### config.mk
export PLATFORM = sky130hd
export DESIGN_NAME = sha256_block_compress_unit
export DESIGN_NICKNAME = d
export VERILOG_FILES = /design/src/hw/rtl/sbc_pkg.sv /design/src/hw/rtl/sha256_block_compress_unit.sv /design/src/hw/rtl/sbc_front.sv /design/src/hw/rtl/sbc_queue.sv /design/src/hw/rtl/sbc_back.sv
export SDC_FILE = /design/constraint.sdc
export NUM_CORES = 2
export LEC_CHECK = 0
export ABC_AREA = 1
export BUFFER_PORTS_ARGS = -buffer_cell sky130_fd_sc_hd__buf_2
export CAP_MARGIN = 20
export CORE_ASPECT_RATIO = 0.9
export CORE_MARGIN = 5
export CORE_UTILIZATION = 25
export CTS_BUF_LIST = sky130_fd_sc_hd__clkbuf_4 sky130_fd_sc_hd__clkbuf_8
export DETAILED_ROUTE_END_ITERATION = 10
export SLEW_MARGIN = 20
export SYNTH_ARGS = -nofsm -noshare
export SYNTH_HDL_FRONTEND = slang
export SYNTH_SLANG_ARGS = --single-unit
### constraint.sdc
create_clock -name clock -period 50.5 [get_ports clock]
set_input_delay 10.1 -clock clock [delete_from_list [all_inputs] [get_ports clock]]
set_output_delay 10.1 -clock clock [all_outputs]
set_load 0.1 [all_outputs]
### src/hw/rtl/sbc_pkg.sv
`timescale 1ns / 1ps
`default_nettype none

package sbc_pkg;

   localparam int WORD_W      = 32;
   localparam int HASH_WORDS  = 8;
   localparam int BLOCK_WORDS = 16;
   localparam int ROUNDS      = 64;
   localparam int ROUND_W     = $clog2(ROUNDS);
   localparam int COUNT_W     = $clog2(BLOCK_WORDS);
   localparam int QUEUE_DEPTH = 2;

   typedef logic [WORD_W-1:0] word_type;
   typedef logic [HASH_WORDS-1:0][WORD_W-1:0] hash_type;
   typedef logic [BLOCK_WORDS-1:0][WORD_W-1:0] block_type;

   // one gathered block on its way to the compression core
   typedef struct packed {
      logic      reload;
      block_type words;
   } block_job_type;

   // fill status of the block queue
   typedef struct packed {
      logic full;
      logic empty;
   } queue_status_type;

   // word 0 sits in the lowest bits
   localparam hash_type INIT_HASH = {
      32'h5be0cd19, 32'h1f83d9ab, 32'h9b05688c, 32'h510e527f,
      32'ha54ff53a, 32'h3c6ef372, 32'hbb67ae85, 32'h6a09e667
   };

   localparam word_type ROUND_K [ROUNDS] = '{
      32'h428a2f98, 32'h71374491, 32'hb5c0fbcf, 32'he9b5dba5,
      32'h3956c25b, 32'h59f111f1, 32'h923f82a4, 32'hab1c5ed5,
      32'hd807aa98, 32'h12835b01, 32'h243185be, 32'h550c7dc3,
      32'h72be5d74, 32'h80deb1fe, 32'h9bdc06a7, 32'hc19bf174,
      32'he49b69c1, 32'hefbe4786, 32'h0fc19dc6, 32'h240ca1cc,
      32'h2de92c6f, 32'h4a7484aa, 32'h5cb0a9dc, 32'h76f988da,
      32'h983e5152, 32'ha831c66d, 32'hb00327c8, 32'hbf597fc7,
      32'hc6e00bf3, 32'hd5a79147, 32'h06ca6351, 32'h14292967,
      32'h27b70a85, 32'h2e1b2138, 32'h4d2c6dfc, 32'h53380d13,
      32'h650a7354, 32'h766a0abb, 32'h81c2c92e, 32'h92722c85,
      32'ha2bfe8a1, 32'ha81a664b, 32'hc24b8b70, 32'hc76c51a3,
      32'hd192e819, 32'hd6990624, 32'hf40e3585, 32'h106aa070,
      32'h19a4c116, 32'h1e376c08, 32'h2748774c, 32'h34b0bcb5,
      32'h391c0cb3, 32'h4ed8aa4a, 32'h5b9cca4f, 32'h682e6ff3,
      32'h748f82ee, 32'h78a5636f, 32'h84c87814, 32'h8cc70208,
      32'h90befffa, 32'ha4506ceb, 32'hbef9a3f7, 32'hc67178f2
   };

   function automatic word_type rotr(input word_type x, input int unsigned n);
      return (x >> n) | (x << (WORD_W - n));
   endfunction

   function automatic word_type big_sigma0(input word_type x);
      return rotr(x, 2) ^ rotr(x, 13) ^ rotr(x, 22);
   endfunction

   function automatic word_type big_sigma1(input word_type x);
      return rotr(x, 6) ^ rotr(x, 11) ^ rotr(x, 25);
   endfunction

   function automatic word_type small_sigma0(input word_type x);
      return rotr(x, 7) ^ rotr(x, 18) ^ (x >> 3);
   endfunction

   function automatic word_type small_sigma1(input word_type x);
      return rotr(x, 17) ^ rotr(x, 19) ^ (x >> 10);
   endfunction

endpackage

`default_nettype wire

### src/hw/rtl/sha256_block_compress_unit.sv
`timescale 1ns / 1ps
`default_nettype none

// channel   ports                                     beat taken when
// req       req_push req_full req_msg_word            req_push & !req_full
//           req_begin_message
// rsp       rsp_empty rsp_pop rsp_hash_a..rsp_hash_h  rsp_pop & !rsp_empty
//
// one word beat per cycle is taken while the block queue has room; the
// compression core works a block in steps (load, 64 rounds, final add), so
// a steady stream is limited by the one-round-per-cycle compression loop.
// reset is synchronous and loads the initial hash; no clearing pass.
// req_full rises only on a block's closing word while the queue is full;
// the core holds its final add while a result still waits on rsp.
module sha256_block_compress_unit #(
   parameter int QUEUE_DEPTH = sbc_pkg::QUEUE_DEPTH
) (
   input  wire logic              clock,
   input  wire logic              reset,
   input  wire logic              req_push,
   output logic                   req_full,
   input  wire sbc_pkg::word_type req_msg_word,
   input  wire logic              req_begin_message,
   output logic                   rsp_empty,
   input  wire logic              rsp_pop,
   output sbc_pkg::word_type      rsp_hash_a,
   output sbc_pkg::word_type      rsp_hash_b,
   output sbc_pkg::word_type      rsp_hash_c,
   output sbc_pkg::word_type      rsp_hash_d,
   output sbc_pkg::word_type      rsp_hash_e,
   output sbc_pkg::word_type      rsp_hash_f,
   output sbc_pkg::word_type      rsp_hash_g,
   output sbc_pkg::word_type      rsp_hash_h
);

   sbc_pkg::queue_status_type q_status;
   sbc_pkg::block_job_type    push_job;
   sbc_pkg::block_job_type    head_job;
   logic                      q_push;
   logic                      q_pop;
   logic                      rsp_valid;
   sbc_pkg::hash_type         rsp_hash;

   sbc_front u_front (
      .clock             (clock),
      .reset             (reset),
      .req_push          (req_push),
      .req_full          (req_full),
      .req_msg_word      (req_msg_word),
      .req_begin_message (req_begin_message),
      .q_status          (q_status),
      .q_push            (q_push),
      .q_job             (push_job)
   );

   sbc_queue #(
      .DEPTH (QUEUE_DEPTH)
   ) u_queue (
      .clock    (clock),
      .reset    (reset),
      .push     (q_push),
      .push_job (push_job),
      .pop      (q_pop),
      .head_job (head_job),
      .status   (q_status)
   );

   sbc_back u_back (
      .clock     (clock),
      .reset     (reset),
      .q_status  (q_status),
      .q_job     (head_job),
      .q_pop     (q_pop),
      .rsp_valid (rsp_valid),
      .rsp_pop   (rsp_pop),
      .rsp_hash  (rsp_hash)
   );

   // result words out on their own ports
   assign rsp_empty  = !rsp_valid;
   assign rsp_hash_a = rsp_hash[0];
   assign rsp_hash_b = rsp_hash[1];
   assign rsp_hash_c = rsp_hash[2];
   assign rsp_hash_d = rsp_hash[3];
   assign rsp_hash_e = rsp_hash[4];
   assign rsp_hash_f = rsp_hash[5];
   assign rsp_hash_g = rsp_hash[6];
   assign rsp_hash_h = rsp_hash[7];

endmodule

`default_nettype wire

### src/hw/rtl/sbc_front.sv
`timescale 1ns / 1ps
`default_nettype none

module sbc_front (
   input  wire logic                      clock,
   input  wire logic                      reset,
   input  wire logic                      req_push,
   output logic                           req_full,
   input  wire sbc_pkg::word_type         req_msg_word,
   input  wire logic                      req_begin_message,
   input  wire sbc_pkg::queue_status_type q_status,
   output logic                           q_push,
   output sbc_pkg::block_job_type         q_job
);

   localparam int LAST_IDX = sbc_pkg::BLOCK_WORDS - 1;

   logic [sbc_pkg::COUNT_W-1:0] count_ff, count_in;
   logic                        reload_ff, reload_in;
   sbc_pkg::word_type           words_ff [LAST_IDX];
   logic [sbc_pkg::COUNT_W-1:0] idx;
   logic                        accept;
   logic                        last_word;

   // hold off only when this beat could close a block and the queue has no room
   assign req_full  = (count_ff == sbc_pkg::COUNT_W'(LAST_IDX)) && q_status.full;
   assign accept    = req_push && !req_full;
   assign idx       = req_begin_message ? '0 : count_ff;
   assign last_word = (idx == sbc_pkg::COUNT_W'(LAST_IDX));
   assign q_push    = accept && last_word;

   // word position and reload flag of the block being gathered
   always_comb begin
      count_in  = count_ff;
      reload_in = reload_ff;
      if (accept) begin
         if (last_word) begin
            count_in = '0;
         end else begin
            count_in = idx + sbc_pkg::COUNT_W'(1);
         end
         if (idx == '0) begin
            reload_in = req_begin_message;
         end
      end
   end

   always_ff @(posedge clock) begin
      if (reset) begin
         count_ff  <= '0;
         reload_ff <= 1'b0;
      end else begin
         count_ff  <= count_in;
         reload_ff <= reload_in;
      end
   end

   // gather words 0 to 14; word 15 goes straight to the queue
   always_ff @(posedge clock) begin
      if (accept && !last_word) begin
         words_ff[idx] <= req_msg_word;
      end
   end

   // assemble the finished block
   always_comb begin
      q_job.reload = reload_ff;
      for (int i = 0; i < LAST_IDX; i++) begin
         q_job.words[i] = words_ff[i];
      end
      q_job.words[LAST_IDX] = req_msg_word;
   end

   a_full_only_at_last: assert property (@(posedge clock) disable iff (reset)
      req_full |-> (count_ff == sbc_pkg::COUNT_W'(LAST_IDX)))
      else $error("input held off away from the closing word");

   a_push_accepted: assert property (@(posedge clock) disable iff (reset)
      q_push |-> !q_status.full)
      else $error("block pushed into a full queue");

endmodule

`default_nettype wire

### src/hw/rtl/sbc_queue.sv
`timescale 1ns / 1ps
`default_nettype none

// shifting block queue, head always in slot 0; depth of two or more
module sbc_queue #(
   parameter int DEPTH = sbc_pkg::QUEUE_DEPTH
) (
   input  wire logic                   clock,
   input  wire logic                   reset,
   input  wire logic                   push,
   input  wire sbc_pkg::block_job_type push_job,
   input  wire logic                   pop,
   output sbc_pkg::block_job_type      head_job,
   output sbc_pkg::queue_status_type   status
);

   localparam int CW = $clog2(DEPTH + 1);

   sbc_pkg::block_job_type slot_ff [DEPTH];
   logic [CW-1:0]          count_ff, count_in;
   logic                   push_ok, pop_ok;
   logic [CW-1:0]          wr_pos;

   assign status.full  = (count_ff == CW'(DEPTH));
   assign status.empty = (count_ff == '0);
   assign push_ok      = push && !status.full;
   assign pop_ok       = pop && !status.empty;
   assign wr_pos       = count_ff - CW'(pop_ok);
   assign count_in     = count_ff + CW'(push_ok) - CW'(pop_ok);
   assign head_job     = slot_ff[0];

   always_ff @(posedge clock) begin
      if (reset) begin
         count_ff <= '0;
      end else begin
         count_ff <= count_in;
      end
   end

   // each slot takes the new block at the write position, else shifts toward the head
   always_ff @(posedge clock) begin
      for (int i = 0; i < DEPTH - 1; i++) begin
         if (push_ok && (wr_pos == CW'(i))) begin
            slot_ff[i] <= push_job;
         end else if (pop_ok) begin
            slot_ff[i] <= slot_ff[i+1];
         end
      end
      if (push_ok && (wr_pos == CW'(DEPTH - 1))) begin
         slot_ff[DEPTH-1] <= push_job;
      end
   end

   a_count_bound: assert property (@(posedge clock) disable iff (reset)
      count_ff <= CW'(DEPTH))
      else $error("queue count beyond depth");

endmodule

`default_nettype wire

### src/hw/rtl/sbc_back.sv
`timescale 1ns / 1ps
`default_nettype none

module sbc_back (
   input  wire logic                      clock,
   input  wire logic                      reset,
   input  wire sbc_pkg::queue_status_type q_status,
   input  wire sbc_pkg::block_job_type    q_job,
   output logic                           q_pop,
   output logic                           rsp_valid,
   input  wire logic                      rsp_pop,
   output sbc_pkg::hash_type              rsp_hash
);

   typedef enum logic [2:0] {
      ST_IDLE  = 3'b001,
      ST_ROUND = 3'b010,
      ST_FINAL = 3'b100
   } back_state_type;

   localparam int HW = sbc_pkg::HASH_WORDS;

   back_state_type              state_ff, state_in;
   logic [sbc_pkg::ROUND_W-1:0] rnd_ff, rnd_in;
   sbc_pkg::hash_type           chain_ff, chain_in;
   sbc_pkg::hash_type           v_ff, v_in;
   sbc_pkg::block_type          w_ff, w_in;
   sbc_pkg::hash_type           hash_ff, hash_in;
   logic                        valid_ff, valid_in;
   sbc_pkg::hash_type           base;
   sbc_pkg::hash_type           sum;
   sbc_pkg::word_type           t1, t2, ch, maj, w_next;
   logic                        out_free;
   logic                        finish;

   assign out_free  = !valid_ff || rsp_pop;
   assign q_pop     = (state_ff == ST_IDLE) && !q_status.empty;
   assign finish    = (state_ff == ST_FINAL) && out_free;
   assign rsp_valid = valid_ff;
   assign rsp_hash  = hash_ff;

   // chaining value this block starts from
   assign base = q_job.reload ? sbc_pkg::INIT_HASH : chain_ff;

   // one compression round
   always_comb begin
      ch  = (v_ff[4] & v_ff[5]) ^ (~v_ff[4] & v_ff[6]);
      maj = (v_ff[0] & v_ff[1]) ^ (v_ff[0] & v_ff[2]) ^ (v_ff[1] & v_ff[2]);
      t1  = v_ff[7] + sbc_pkg::big_sigma1(v_ff[4]) + ch + sbc_pkg::ROUND_K[rnd_ff] + w_ff[0];
      t2  = sbc_pkg::big_sigma0(v_ff[0]) + maj;
   end

   // next schedule word from the sliding 16-word window
   assign w_next = w_ff[0] + sbc_pkg::small_sigma0(w_ff[1]) + w_ff[9]
                   + sbc_pkg::small_sigma1(w_ff[14]);

   always_comb begin
      for (int i = 0; i < HW; i++) begin
         sum[i] = chain_ff[i] + v_ff[i];
      end
   end

   // sequencer: load, 64 rounds, add back into the chain
   always_comb begin
      state_in = state_ff;
      rnd_in   = rnd_ff;
      chain_in = chain_ff;
      v_in     = v_ff;
      w_in     = w_ff;
      hash_in  = hash_ff;
      valid_in = valid_ff && !rsp_pop;
      case (state_ff)
         ST_IDLE: begin
            if (q_pop) begin
               chain_in = base;
               v_in     = base;
               w_in     = q_job.words;
               rnd_in   = '0;
               state_in = ST_ROUND;
            end
         end
         ST_ROUND: begin
            v_in[7] = v_ff[6];
            v_in[6] = v_ff[5];
            v_in[5] = v_ff[4];
            v_in[4] = v_ff[3] + t1;
            v_in[3] = v_ff[2];
            v_in[2] = v_ff[1];
            v_in[1] = v_ff[0];
            v_in[0] = t1 + t2;
            for (int i = 0; i < sbc_pkg::BLOCK_WORDS - 1; i++) begin
               w_in[i] = w_ff[i+1];
            end
            w_in[sbc_pkg::BLOCK_WORDS-1] = w_next;
            rnd_in = rnd_ff + sbc_pkg::ROUND_W'(1);
            if (rnd_ff == sbc_pkg::ROUND_W'(sbc_pkg::ROUNDS - 1)) begin
               state_in = ST_FINAL;
            end
         end
         ST_FINAL: begin
            if (finish) begin
               chain_in = sum;
               hash_in  = sum;
               valid_in = 1'b1;
               state_in = ST_IDLE;
            end
         end
         default: begin
            state_in = ST_IDLE;
         end
      endcase
   end

   always_ff @(posedge clock) begin
      if (reset) begin
         state_ff <= ST_IDLE;
         rnd_ff   <= '0;
         chain_ff <= sbc_pkg::INIT_HASH;
         valid_ff <= 1'b0;
      end else begin
         state_ff <= state_in;
         rnd_ff   <= rnd_in;
         chain_ff <= chain_in;
         valid_ff <= valid_in;
      end
   end

   // working variables, schedule window and result words
   always_ff @(posedge clock) begin
      v_ff    <= v_in;
      w_ff    <= w_in;
      hash_ff <= hash_in;
   end

   a_round_idle: assert property (@(posedge clock) disable iff (reset)
      (state_ff != ST_ROUND) |-> (rnd_ff == '0))
      else $error("round counter busy outside the round loop");

   a_result_from_final: assert property (@(posedge clock) disable iff (reset)
      $rose(valid_ff) |-> $past(state_ff == ST_FINAL))
      else $error("result appeared without a finished block");

   a_no_overwrite: assert property (@(posedge clock) disable iff (reset)
      (valid_ff && !rsp_pop) |=> $stable(hash_ff))
      else $error("waiting result overwritten");

endmodule

`default_nettype wire
==> impl.org <==
** Outcome
- Status :: completed

** STA
- Final worst path period share :: about 30%
- Final setup fails :: 0
- For the pin with the worst max-slew slack, the measured transition is 1.226 ns.
- Unrepaired setup endpoints after global routing :: no
- The count of final hold-check violations came to 0.
- Worst clock skew on the final layout :: 0.09333 ns
- Number of pins exceeding their max-slew limit in the final report :: 0
- Post-layout min period :: about 15 ns
- Measured against its own limit, the worst slew margin works out to 18.25%.
- Highest clock rate :: 65.01 MHz
- Final-layout setup total negative slack :: 0 ns

** Layout
- Area added between synthesis and finish :: 13.18%
- Nets :: 14,240
- Share of post-route cells with drive strength above 1 :: 11.97%

** Worst setup path
- Setup crit start kind :: input port
- On the worst path, the slowest cell contributes a delay of 0.87 ns.
- Worst Setup Path Type :: in2reg
- Gate family responsible for the most delay along the worst path :: buffers and inverters
- CP cell instances :: buf_2, inv_1, nand2_1, nor2_1, nor2_2, inv_2, nor2_2, nand2_2, inv_2, ha_1, xor2_1, nor2_1, nand2_1, nand2_4, buf_4, buf_4, buf_4, buf_4
- Largest fanout on the critical path :: between 60 and 70
- Arr. time, crit path :: 16.11 ns
- CP Capture Type :: flop
- The cell that appears most often on the critical path is buf_4.
- Critical path required time :: 51.23 ns
- Crit-path slowest cell :: buf_4
- In this run the number of cells on the critical path is 18.
- The critical path contains buffers and inverters numbering 8 combined.
- Worst Reg-to-Reg Cells :: 37

** Worst hold path
- The min-delay analysis places its worst path in the category reg2reg.
- Hold Crit Depth :: 0

** Synth
- After synthesis, the netlist uses 65 different library cells.
- The cell count after synthesis came out at 13,280.
- In the synthesized netlist the dominant register cell turns out to be edfxtp_1.
- The commonest cells after synthesis are nand2_1, edfxtp_1, inv_1.
- Sequential share of the synthesized area :: 58.14%
- Summed instance area of the synthesized netlist :: 0.1401 sq mm
- Mean post-synth cell area :: 10.55 sq um
- By instance count, the leading cell after synthesis is nand2_1.
- The synthesized design contains 2,803 register bits.
- Number of enable flip-flop cells after synthesis :: 2,530
- Counting every net in the synthesized netlist gives 13,910.
- Cell taking the most area after synthesis :: edfxtp_1
- Fraction of post-synthesis cell area in the top cell type by area :: 54.24%
- Number of warnings issued by yosys :: 0
- Fraction of registers with async set or reset after synthesis :: 0%
- Synth area leaders :: edfxtp_1, nand2_1, mux2_4, dfxtp_1, ha_1

** Global routing
- For this run, the total global-route usage over all layers was measured as between 10% and 20%.
- First-pass GRT wire length :: 673,300 microns
- The total overflow left after global routing is 0.
- Maximum number of pins on one net before global-route repair :: 193
- The number of antenna violations at the first check in global routing was 55.
- Vias in the first global route :: 94,650

** Routing
- The detailed router placed 99,940 vias in this run.
- Final Routed Wirelength :: 472,100 microns
- Dividing the detail-routed via count by the number of cells gives 4.660.
- The detailed router finished its first iteration with 11,100 violations.
- The count of nets left with antenna violations once routing finished came out at 0.
- First-pass DRT Iterations :: 7
- Dividing the detail-routed wire length by the instance count gives 22.01 microns.
- After detailed routing, the number of remaining DRC violations is 0.

** Clock network
- Number of post-CTS setup repair buffers :: 0
- CTS buffer count :: 431
- After clock tree synthesis, the clock-pin slew on the worst setup and hold paths is 0.06 ns.
- Quantity of gates resized following cts :: 0
- Clock tree from TritonCTS :: done
- The clock passes through at most 4 buffers.
- Number of hold-repair buffers added at the cts stage :: 0
- The clock net in this run drives a total of 2,803 sinks.
- Latest clock arrival within the worst-skew pair :: approximately 1.2 ns
- Clock tree root driver cell :: clkbuf_8
- In this run the number of H-tree levels came out at 5.

** Floorplan
- The die is roughly 700 microns tall.
- Once the floorplan was initialized, standard cells occupied 25.11% of the core.
- Area of the core region :: 0.5579 sq mm
- # rows :: 260
- From left edge to right edge, the die measures about 800 microns.
- The die covers about 0.58 sq mm.
- In this run the count of I/O pins placed on the die edge is 295.

** Placed design
- Gpl congestion :: 0.9597
- Half-perimeter wire length of the detailed placement result :: 335,400 microns
- In this run the tool buffered the top-level ports with between 200 and 300 buffer cells.

** Job
- Number of max-cap violations :: 0
final timing paths:
| check | start | to | slack, ns |
|---|---|---|---|
| setup / recovery | rsp_pop | u_queue.slot_ff[0][378]$_DFFE_PP_ | 35.12 |
| hold / removal | u_front.words_ff[14][12]$_DFFE_PP_ | u_queue.slot_ff[0][973]$_DFFE_PP_ | 0.41 |
| setup reg to reg | u_back.rnd_ff[0]$_SDFFE_PP0P_ | u_back.v_ff[31]$_DFFE_PP_ | 40.41 |
| hold reg to reg | u_front.words_ff[14][12]$_DFFE_PP_ | u_queue.slot_ff[0][973]$_DFFE_PP_ | 0.41 |
layout by cell type (no fill, tap or decap), drive strengths merged, types with 6 or more instances in the layout:
master and n:
nand2 3845, edfxtp 2530, inv 1103, a21oi 910
nor2 789, o21ai 748, clkbuf 607, mux2 531
nand3 461, buf 401, ha 398, dfxtp 273
xor2 260, fa 195, xnor2 154, clkinv 143
nor3 105, nand4 98, o21bai 43, o211ai 41
or2 36, a31oi 31, a21o 28, maj3 22
a21boi 21, o31ai 20, nand3b 19, bufinv 18
diode 17, o21a 16, nor4 16, o311ai 15
o221ai 13, o22ai 13, a221oi 10, clkinvlp 9
and3 7, a211oi 6
area by class of cell:
class                           count  area (sq um)
Fill cell                       57990        399400
Sequential cell                  2803         81440
Multi-Input combinational cell   8879         52390
Tap cell                         7467          9343
Clock buffer                      606          7396
Inverter                         1092          4116
Timing Repair Buffer              402          2379
Clock inverter                    181          1429
Antenna cell                       17         42.54
per-stage QoR:
stage	cells	area (sq um)	hold slack [ns]	utilization, %	setup WS, ns
after floorplan	13280	140100	0.4204	-	16.81
after global placement	20640	149700	0.4293	26.83	33.59
after detailed placement	20640	149700	0.4279	26.83	33.64
after CTS	21430	158500	0.4029	28.41	34.88
after global routing	21430	158500	0.4118	28.41	34.63
final	21450	158500	0.4081	28.42	35.12
worst reg2reg max path, delay by kind of cell (launching register included):
| kind | cells | cell delay [ns] |
|---|---|---|
| buffers and inverters | 5 | 1.07 |
| flip-flops | 1 | 0.82 |
| adder cells (fa/ha/maj) | 8 | 3.74 |
| XOR/XNOR | 1 | 0.70 |
| AND/OR/NAND/NOR | 20 | 2.71 |
| AO/OA/AOI/OAI | 3 | 0.78 |
per-layer routing:
layer | wire, microns | up-vias | track usage (%)
met2 | 203300 | 3883 | 23.76
met5 | 189 | - | 0
met1 | 217900 | 49310 | 23.13
met4 | 10890 | 32 | 3.445
met3 | 39890 | 624 | 3.043
li1 | - | 46090 | -
flip-flops by register name, indices dropped and copies added (netlist names):
name	flops
u_back.rsp_hash	256
u_front.count_ff	4
u_back.chain_ff	256
u_back.w_ff	512
u_front.reload_ff	1
u_back.rsp_valid	1
u_queue.slot_ff	1026
u_back.v_ff	256
u_queue.count_ff	2
u_back.rnd_ff	6
u_front.words_ff	480
u_back.state_ff	3
logic make-up (layout without fill, tap and decap cells):
group | after synthesis | after routing | synth area share [%]
AO/OA/AOI/OAI | 1932 | 1932 | 7.407
XOR/XNOR | 414 | 414 | 2.589
adder cells (fa/ha/maj) | 615 | 615 | 6.499
buffers and inverters | 1593 | 2281 | 4.576
flip-flops | 2803 | 2803 | 58.14
multiplexers | 533 | 533 | 5.470
other | 0 | 17 | 0
AND/OR/NAND/NOR | 5385 | 5385 | 15.32
Power is not shown: default switching activity piles up to over one toggle a cycle in this logic, so the estimate is an artifact.
